[src/rtl/core/lzss_flag_nibble_decoder_core_assert.svh]
// Assertion macros for the LZSS flag/nibble decoder core.
`ifndef LZSS_FLAG_NIBBLE_DECODER_CORE_ASSERT_SVH
`define LZSS_FLAG_NIBBLE_DECODER_CORE_ASSERT_SVH

`ifndef SYNTHESIS
// Same-cycle implication, checked outside reset.
`define LFND_ASSERT_NOW(lbl, clk, rst_n, ante, cons, msg) \
    lbl: assert property (@(posedge clk) disable iff (!rst_n) (ante) |-> (cons)) \
        else $error(msg);
// Next-cycle implication, checked outside reset.
`define LFND_ASSERT_NEXT(lbl, clk, rst_n, ante, cons, msg) \
    lbl: assert property (@(posedge clk) disable iff (!rst_n) (ante) |=> (cons)) \
        else $error(msg);
`else
`define LFND_ASSERT_NOW(lbl, clk, rst_n, ante, cons, msg)
`define LFND_ASSERT_NEXT(lbl, clk, rst_n, ante, cons, msg)
`endif

`endif

[src/rtl/core/lfnd_pkg.sv]
// Shared types and constants for the LZSS flag/nibble decoder core.
`timescale 1ns / 1ps
`default_nettype none

package lfnd_pkg;

    // Field widths
    localparam int BYTE_W   = 8;
    localparam int LEN_W    = 20;
    localparam int HDR_W    = 3;
    localparam int SLOT_W   = 4;
    localparam int CNT_W    = 5;

    // History window
    localparam int WIN_DEPTH = 4096;
    localparam int WIN_AW    = $clog2(WIN_DEPTH);

    // Output length ceiling
    localparam logic [LEN_W-1:0] MAX_OUTPUT = LEN_W'(524288);

    // Header length in bytes, slots per control byte, minimum copy length
    localparam logic [HDR_W-1:0]  HDR_BYTES  = HDR_W'(4);
    localparam logic [SLOT_W-1:0] SLOTS      = SLOT_W'(8);
    localparam logic [CNT_W-1:0]  COPY_MIN   = CNT_W'(3);

    typedef struct packed {
        logic [BYTE_W-1:0] in_byte;
        logic              in_last;
    } t_in;

    typedef struct packed {
        logic [BYTE_W-1:0] out_byte;
        logic              run_end;
        logic              final_flag;
        logic [LEN_W-1:0]  out_length;
    } t_out;

    typedef enum logic [2:0] {
        ST_IDLE,
        ST_DECODE,
        ST_LIT,
        ST_CP_RD,
        ST_CP_WR,
        ST_END
    } t_state;

    // Controller to datapath
    typedef struct packed {
        logic load_in;
        logic hdr_update;
        logic load_flags;
        logic store_low;
        logic start_copy;
        logic copy_read;
        logic emit_lit;
        logic emit_copy;
        logic advance;
        logic emit_final;
    } t_cmd;

    // Datapath to controller
    typedef struct packed {
        logic in_header;
        logic need_control;
        logic flag_lit;
        logic have_low;
        logic pos_lt_limit;
        logic copy_more;
        logic out_free;
        logic last;
    } t_sts;

endpackage

`default_nettype wire

[src/rtl/core/lfnd_ctrl.sv]
// Controller state machine: sequences parse, literal, copy and close steps.
`timescale 1ns / 1ps
`default_nettype none

module lfnd_ctrl (
    input  wire            i_clk,
    input  wire            i_rst_n,
    input  wire            i_in_valid,
    output logic           o_in_stall,
    input  lfnd_pkg::t_sts i_sts,
    output lfnd_pkg::t_cmd o_cmd
);

    import lfnd_pkg::*;

    t_state r_state;
    t_state n_state;

    // State register
    always_ff @(posedge i_clk) begin
        if (!i_rst_n) begin
            r_state <= ST_IDLE;
        end else begin
            r_state <= n_state;
        end
    end

    // Next state and commands
    always_comb begin
        n_state    = r_state;
        o_cmd      = '0;
        o_in_stall = 1'b1;
        case (r_state)
            ST_IDLE: begin
                o_in_stall = 1'b0;
                if (i_in_valid) begin
                    o_cmd.load_in = 1'b1;
                    n_state       = ST_DECODE;
                end
            end
            ST_DECODE: begin
                if (i_sts.in_header) begin
                    o_cmd.hdr_update = 1'b1;
                    n_state          = ST_END;
                end else if (i_sts.need_control) begin
                    o_cmd.load_flags = 1'b1;
                    n_state          = ST_END;
                end else if (i_sts.flag_lit) begin
                    if (i_sts.pos_lt_limit) begin
                        n_state = ST_LIT;
                    end else begin
                        o_cmd.advance = 1'b1;
                        n_state       = ST_END;
                    end
                end else if (!i_sts.have_low) begin
                    o_cmd.store_low = 1'b1;
                    n_state         = ST_END;
                end else begin
                    o_cmd.start_copy = 1'b1;
                    n_state          = ST_CP_RD;
                end
            end
            ST_LIT: begin
                if (i_sts.out_free) begin
                    o_cmd.emit_lit = 1'b1;
                    o_cmd.advance  = 1'b1;
                    n_state        = ST_END;
                end
            end
            ST_CP_RD: begin
                if (i_sts.copy_more) begin
                    o_cmd.copy_read = 1'b1;
                    n_state         = ST_CP_WR;
                end else begin
                    o_cmd.advance = 1'b1;
                    n_state       = ST_END;
                end
            end
            ST_CP_WR: begin
                if (i_sts.out_free) begin
                    o_cmd.emit_copy = 1'b1;
                    n_state         = ST_CP_RD;
                end
            end
            ST_END: begin
                if (!i_sts.last) begin
                    n_state = ST_IDLE;
                end else if (i_sts.out_free) begin
                    o_cmd.emit_final = 1'b1;
                    n_state          = ST_IDLE;
                end
            end
            default: begin
                n_state = ST_IDLE;
            end
        endcase
    end

endmodule

`default_nettype wire

[config.mk]
export PLATFORM = sky130hd
export DESIGN_NAME = lfnd_ctrl
export DESIGN_NICKNAME = d
export VERILOG_FILES = /design/src/rtl/core/lzss_flag_nibble_decoder_core_assert.svh /design/src/rtl/core/lfnd_pkg.sv /design/src/rtl/core/lfnd_ctrl.sv
export SDC_FILE = /design/constraint.sdc
export NUM_CORES = 1
export LEC_CHECK = 0
export BUFFER_PORTS_ARGS = -buffer_cell sky130_fd_sc_hd__buf_2
export CORE_AREA = 4 4 41 43
export CTS_BUF_LIST = sky130_fd_sc_hd__clkbuf_4
export DETAILED_ROUTE_END_ITERATION = 10
export DIE_AREA = 0 0 45 47
export PLACE_DENSITY_LB_ADDON = 0.12
export REMOVE_ABC_BUFFERS = 1
export SYNTH_ARGS = -nofsm -noshare
export SYNTH_HDL_FRONTEND = slang
export SYNTH_SLANG_ARGS = --single-unit
[constraint.sdc]
create_clock -name i_clk -period 1.1 [get_ports i_clk]
set_input_delay 0.22 -clock i_clk [delete_from_list [all_inputs] [get_ports i_clk]]
set_output_delay 0.22 -clock i_clk [all_outputs]
set_load 0.01 [all_outputs]
== After elaboration in Yosys (flattened, before gate mapping) ==
Index checks and enable logic that the tools add are counted.
Cells by class
  equal/unequal tests: 9
  reduce and logical (&&, ||, !) cells: 2
  muxes and demuxes: 36
Operators with widths (number)
  2-to-1 mux 3 bit: 11
  2-to-1 mux 1 bit: 20
  one-hot mux 3 bit (6 select lines): 1
  equality test 3 x 2 -> 1 bit (second input constant): 2
  equality test 3 bit (second input constant): 2
  != test 2 bit (second input constant): 3
  2-to-1 mux 2 bit: 2
  2-to-1 mux 4 bit: 1
  AND reduction 4 bit: 1
  equality test 3 x 1 -> 1 bit (second input constant): 1
  logical NOT 3 bit: 1
  != test 3 bit (second input constant): 1
  one-hot mux 1 bit (3 select lines): 1
Storage, ports and cells
  flip-flop bits (word level): 3
  input bits: 11
  logic and storage cells: 48
  output and inout bits: 11

== Logic depth before layout (Yosys ltp) ==
Gate-level depths: netlist (run 1).
  word-level depth: 5
  gate-level depth with buffers: 4
  gate-level depth less buffers: 3

== Least setup slack after synthesis (run 1) ==
Ideal clock, no wire load.
  kind: register to output
  start point: register r_state[2]
  end point: output o_cmd[5] (netlist name)
  buffers on the path: 1
  data required time: 880 ps
  arrival: 1097 ps
  stages on the path, launching flop included: 5
  path slack: -217 ps
  path through: dfxtp_1 > buf_6 > nor3b_2 > nand2_2 > nor3b_1
RTL lines
  start: declaration: line lfnd_ctrl.sv:16  | t_state r_state;
  start signal: assignment: line lfnd_ctrl.sv:24  | r_state <= n_state;
  end: declaration: line lfnd_ctrl.sv:11  | output lfnd_pkg::t_cmd o_cmd

==> results.sh, run 1 <==
export IMPL_gr_total_overflow=0
export IMPL_syn_area_um2=367
export IMPL_power_switching_w=0.000232
export IMPL_cts_hold_fix_buffers=0
export IMPL_io_buffer_count=21
export IMPL_wl_per_cell_um=11.0
export IMPL_cp_required_ps=880
export IMPL_antenna_found_initial=0
export IMPL_relSlewSlack_pct=83.0
export IMPL_critPathTopFamily="flip-flops"
export IMPL_synth_top_area_cell="dfxtp_1"
export IMPL_combinationalPowerShare_pct=47.2
export IMPL_tns_ps=-3200
export IMPL_swShare_pct=33.0
export IMPL_p_int_w=0.000469
export IMPL_setup_ws_ps=-360
export IMPL_clock_path_buffers=2
export IMPL_finalCritPeriodShare_pct=133
export IMPL_critPathBufInv=1
export IMPL_wl_um=1130
export IMPL_pwr_share_clk_pct=32.1
export IMPL_syn2layout_area_growth_pct=87.4
export IMPL_min_path_type="primary input to flop"
export IMPL_fmax_mhz=685
export IMPL_r2r_slack_ps=-20
export IMPL_cp_end_kind="primary output"
export IMPL_postSynthCellCount=49
export IMPL_finalHoldViolCount=0
export IMPL_ant_nets=0
export IMPL_antennaDiodeCount=0
export IMPL_ir_drop_mv=0.336
export IMPL_reg_top3="r_state: 3 flops"
export IMPL_stdcell_area_um2=687
export IMPL_clk_latency_ps=240
export IMPL_synthXorXnorAreaFrac_pct=0
export IMPL_via_per_inst=4.72
export IMPL_path_cells="nor3b_4 > nand2_2 > o32ai_2 > buf_2"
export IMPL_dieArea_um2=2120
export IMPL_rsz0062_at_grt="yes"
export IMPL_critPathLaunchType="flop"
export IMPL_vias=486
export IMPL_place_ws_ps=-138
export IMPL_dr_first_iter_drc_count=1
export IMPL_ys_types=29
export IMPL_leakage_nw=0.355
export IMPL_seqPwrFrac_pct=20.7
export IMPL_cts_sinks=3
export IMPL_ys_warnings_count=0
export IMPL_grt_pass1_vias=454
export IMPL_worstPathArrival_ps=1240
export IMPL_cts_root_buf="clkbuf_4"
export IMPL_die_h_um=47
export IMPL_first_pass_iters=2
export IMPL_cp_slowest_stage_delay_ps=340
export IMPL_worst_pin_slew_ps=252
export IMPL_grt_pass1_wl_um=1880
export IMPL_nets=100
export IMPL_core_um2=1300
export IMPL_yosysTopAreaCellShare_pct=16.4
export IMPL_outcome="complete, but fails checks"
export IMPL_place_area_um2=589
export IMPL_numCtsBuffers=3
export IMPL_post_route_min_period_ps=1460
export IMPL_avgSynthCellArea_um2=7.48
export IMPL_finalWeightedCongestion=0.702
export IMPL_synthTopCellsByArea="dfxtp_1 16%, nor3b_1 6.1%, mux2i_1 5.5%"
export IMPL_initial_core_util_pct=28.2
export IMPL_ctsHtreeMaxLevel=1
export IMPL_regMostFlops="r_state"
export IMPL_core_rowCount=13
export IMPL_synth_top_family_by_area="simple AND/OR/NAND/NOR gates"
export IMPL_grt_max_degree=9
export IMPL_ys_seq_area_share_pct=16.4
export IMPL_synth_seq_cells=3
export IMPL_synth_compound_area_share_pct=23.2
export IMPL_synth_simple_area_share_pct=44.0
export IMPL_synthAdderAreaFrac_pct=0
export IMPL_drv_slew=0
export IMPL_cp_depth=4
export IMPL_largest_reg_flops=3
export IMPL_crit_fanout=5
export IMPL_fin_skew_ps=6.40
export IMPL_drive_gt1_share_pct=63.6
export IMPL_die_w_um=45
export IMPL_finalSetupViolCount=13
export IMPL_worstSetupPathType="flop to primary output"
export IMPL_maxCapViolCount=0
export IMPL_crit_path_top_delay_cell="dfxtp_2"
export IMPL_rr_worst_depth=4
export IMPL_dp_final_hpwl_um=912
export IMPL_p_per_area_nw_per_um2=1020
export IMPL_grt_util_all_layers_pct=12.9
export IMPL_ioPinCount=22
export IMPL_violations="negative setup slack"
export IMPL_cts_tree="built"
export IMPL_drt_drc_violations_left=0
export IMPL_clk_pin_slew_ps=40
export IMPL_hold_depth=3
export IMPL_muxShareOfSynthArea_pct=5.46
==> layout by cell type (no fill, tap or decap), types with 2 or more instances in the layout <==
master    netlist  layout
buf_2           2      21
buf_4           1      16
nor2_1          5       5
clkbuf_4        0       4
inv_1           3       3
a21oi_1         3       3
nand2b_1        2       2
nor3b_2         1       2
and3b_1         2       2
nor3_1          3       2
mux2i_1         2       2
buf_6           1       2
dfxtp_2         0       2
==> cell type report <==
type	count	area, um2
Tap cell	15	18.8
Multi-Input combinational cell	39	313
Timing Repair Buffer	39	248
Inverter	3	11.3
Fill cell	137	614
Sequential cell	3	66.3
Clock buffer	4	30.0
==> cell usage after synthesis <==
library cell,n
nor2_1,5
a21oi_1,3
dfxtp_1,3
inv_1,3
nor3_1,3
nor3b_1,3
and3b_1,2
buf_2,2
mux2i_1,2
nand2_1,2
nand2b_1,2
nand3_1,2
a31o_2,1
a31oi_1,1
and2_1,1
and4b_1,1
buf_4,1
buf_6,1
nand2_2,1
nand3b_1,1
nor3b_2,1
nor4b_1,1
o211a_1,1
o21ai_0,1
o21bai_1,1
o31a_1,1
o31ai_1,1
o32ai_2,1
or3_1,1
==> metal layers <==
metal	global-route usage, %	wire length, um	vias to the layer above
met5	0	0	-
met4	12.3	14	0
met3	1.53	64	2
met2	21.8	574	16
met1	13.8	475	212
li1	-	-	256
==> what timing repair did <==
action                                  4_1_cts  5_1_grt
endpoints found under the setup margin       13       14
buffers inserted                              0        1
pin swaps                                     5        0
gates resized for setup                      15        0
==> cell families after synthesis <==
logic type             count (synthesis)
AOI/OAI and AO/OA                     11
buffers and inverters                  7
DFF                                    3
muxes                                  2
and+or+nand+nor                       26
==> path summary, 6_finish.rpt <==
path,start,end
min,i_rst_n,r_state[2]$_SDFFE_PN0P_
max,r_state[1]$_SDFFE_PN0P_,o_cmd[1]
max reg2reg,r_state[0]$_SDFFE_PN0P_,r_state[1]$_SDFFE_PN0P_
min reg2reg,r_state[2]$_SDFFE_PN0P_,r_state[2]$_SDFFE_PN0P_
==> power groups by stage <==
stage	logic [W]	clock network (W)	registers [W]
finish	0.000331	0.000225	0.000145
global route	0.000365	0.000255	0.000147
CTS	0.000326	0.000235	0.000145
detailed placement	0.000293	0	0.000138
global placement	0.000292	0	0.000138
floorplan	0.000118	0	0.000153
==> through the flow <==
stage	instances	total power (W)	hold slack (ps)	utilization (%)
finish	103	0.000701	213	52.8
global route	103	0.000768	200	52.8
CTS	102	0.000706	203	52.2
detailed placement	98	0.000432	469	45.3
global placement	98	0.000430	472	45.3
floorplan	45	0.000271	329	-
==> worst register-to-register path, cell delays in order (launching register included) <==
cell and delay, ps:
dfxtp_2 330, nor3b_4 150, buf_4 140, and3b_1 160, o31a_1 220
(Power assumes the default switching activity.)
==> inputs of run 2 (changes only) <==
Settings changed: SETUP_SLACK_MARGIN set to 0.5.
==> run 2 against run 1 <==
The flow still finishes with violations (negative setup slack). Clock skew stayed put. Die area stayed put. Sequential power hardly changed. Routed wire length stayed put. Utilization stayed put. Global-route usage stayed put. Critical endpoint unchanged. Largest power group unchanged.
==> results.sh, run 2 (synthesis gave the netlist of run 1 again) <==
export IMPL_cp_required_ps=880
export IMPL_cts_sinks=3
export IMPL_ctsHtreeMaxLevel=1
export IMPL_wl_um=1130
export IMPL_worst_pin_slew_ps=252
export IMPL_dieArea_um2=2120
export IMPL_io_buffer_count=21
export IMPL_cts_root_buf="clkbuf_4"
export IMPL_finalCritPeriodShare_pct=133
export IMPL_min_to="r_state[2]$_SDFFE_PN0P_"
export IMPL_regMostFlops="r_state"
export IMPL_critPathBufInv=1
export IMPL_drv_slew=0
export IMPL_clk_latency_ps=240
export IMPL_critPathTopFamily="flip-flops"
export IMPL_finalWeightedCongestion=0.702
export IMPL_rr_worst_depth=4
export IMPL_reg_top3="r_state: 3 flops"
export IMPL_crit_path_start="r_state[1]$_SDFFE_PN0P_"
export IMPL_maxCapViolCount=0
export IMPL_final_cell_mix="21 x buf_2, 16 x buf_4, 5 x nor2_1"
export IMPL_largest_reg_flops=3
export IMPL_ant_nets=0
export IMPL_grt_pass1_wl_um=1880
export IMPL_r2r_slack_ps=-20
export IMPL_core_um2=1300
export IMPL_outcome="complete, but fails checks"
export IMPL_worstSetupPathType="flop to primary output"
export IMPL_worstPathArrival_ps=1240
export IMPL_post_route_min_period_ps=1460
export IMPL_via_per_inst=4.72
export IMPL_place_ws_ps=-138
export IMPL_path_cells="nor3b_4 > nand2_2 > o32ai_2 > buf_2"
export IMPL_core_rowCount=13
export IMPL_p_total_w=0.000701
export IMPL_clock_path_buffers=2
export IMPL_cp_depth=4
export IMPL_initial_core_util_pct=28.2
export IMPL_p_per_area_nw_per_um2=1020
export IMPL_cp_end_kind="primary output"
export IMPL_grt_pass1_vias=458
export IMPL_rsz0062_at_grt="yes"
export IMPL_fin_cells=103
export IMPL_wl_per_cell_um=11.0
export IMPL_vias=486
export IMPL_whs_ps=213
export IMPL_ir_drop_mv=0.336
export IMPL_antenna_found_initial=0
export IMPL_numCtsBuffers=3
export IMPL_relSlewSlack_pct=83.0
export IMPL_drt_drc_violations_left=0
export IMPL_hold_depth=3
export IMPL_dp_final_hpwl_um=912
export IMPL_r2r_start="r_state[0]$_SDFFE_PN0P_"
export IMPL_first_pass_iters=2
export IMPL_fillCellCount=137
export IMPL_crit_fanout=5
export IMPL_leakage_nw=0.355
export IMPL_fin_skew_ps=6.40
export IMPL_min_path_type="primary input to flop"
export IMPL_cp_slowest_stage_delay_ps=340
export IMPL_ioPinCount=22
export IMPL_fmax_mhz=685
export IMPL_worstHoldStart="i_rst_n"
export IMPL_clk_pin_slew_ps=40
export IMPL_drive_gt1_share_pct=63.6
export IMPL_dr_first_iter_drc_count=1
export IMPL_crit_path_top_delay_cell="dfxtp_2"
export IMPL_place_inst=98
export IMPL_die_h_um=47
export IMPL_die_w_um=45
export IMPL_final_common_cell="buf_2"
export IMPL_grt_util_all_layers_pct=12.9
export IMPL_nets=100
export IMPL_setup_ws_ps=-360
export IMPL_finalSetupViolCount=13
export IMPL_violations="negative setup slack"
export IMPL_syn2layout_area_growth_pct=87.4
export IMPL_finalHoldViolCount=0
export IMPL_gr_total_overflow=0
export IMPL_critPathLaunchType="flop"
export IMPL_cts_tree="built"
export IMPL_grt_max_degree=9
export IMPL_reg2reg_to="r_state[1]$_SDFFE_PN0P_"
export IMPL_antennaDiodeCount=0
## run 2: cell counts in the layout (fill, tap and decap cells not counted)
Identical to the previous run, type by type.
## run 2: worst max path at each step
stage,to
after floorplan,o_cmd[5]
after global placement,o_cmd[1]
after detailed placement,o_cmd[1]
after CTS,o_cmd[1]
after global routing,o_cmd[1]
final,o_cmd[1]
## run 2: final cells by class
cell class              count  area, um2  share of cell area (%)
multi-input cells          39        313                    45.5
repair buffers             39        248                    36.1
flip-flops and latches      3       66.3                    9.65
clock buffers               4       30.0                    4.37
well taps                  15       18.8                    2.73
inverters                   3       11.3                    1.64
## run 2: layer usage
layer | up-vias | GRT usage [%] | wire length, um
met5 | - | 0 | 0
met4 | 0 | 12.3 | 14
met3 | 2 | 1.53 | 64
met2 | 16 | 21.8 | 574
met1 | 212 | 13.8 | 475
li1 | 256 | - | -
## run 2: worst min-delay path, stage by stage
cell     delay [ps]
buf_2           120
inv_1            50
a31oi_1          30
## run 2: per-stage QoR
stage                     util (%)  TNS (ps)  cell area (um2)
final                         52.8     -3200              687
after global routing          52.8     -4300              687
after CTS                     52.2     -3400              679
after detailed placement      45.3      -959              589
after global placement        45.3      -963              589
after floorplan                  -     -1500              338
## run 2: report_power, final
group          internal [W]  total (W)  switching [W]  leakage, nW
registers          0.000126   0.000145      0.0000187       0.0261
logic              0.000182   0.000331       0.000149        0.310
clock network      0.000161   0.000225      0.0000641       0.0184
## run 2: what timing repair did
action,in CTS,in global routing
setup buffers,0,1
setup endpoints to repair,14,14
hold buffers,0,0
resized for setup,15,0
pin swaps,5,0
hold endpoints to repair,0,0
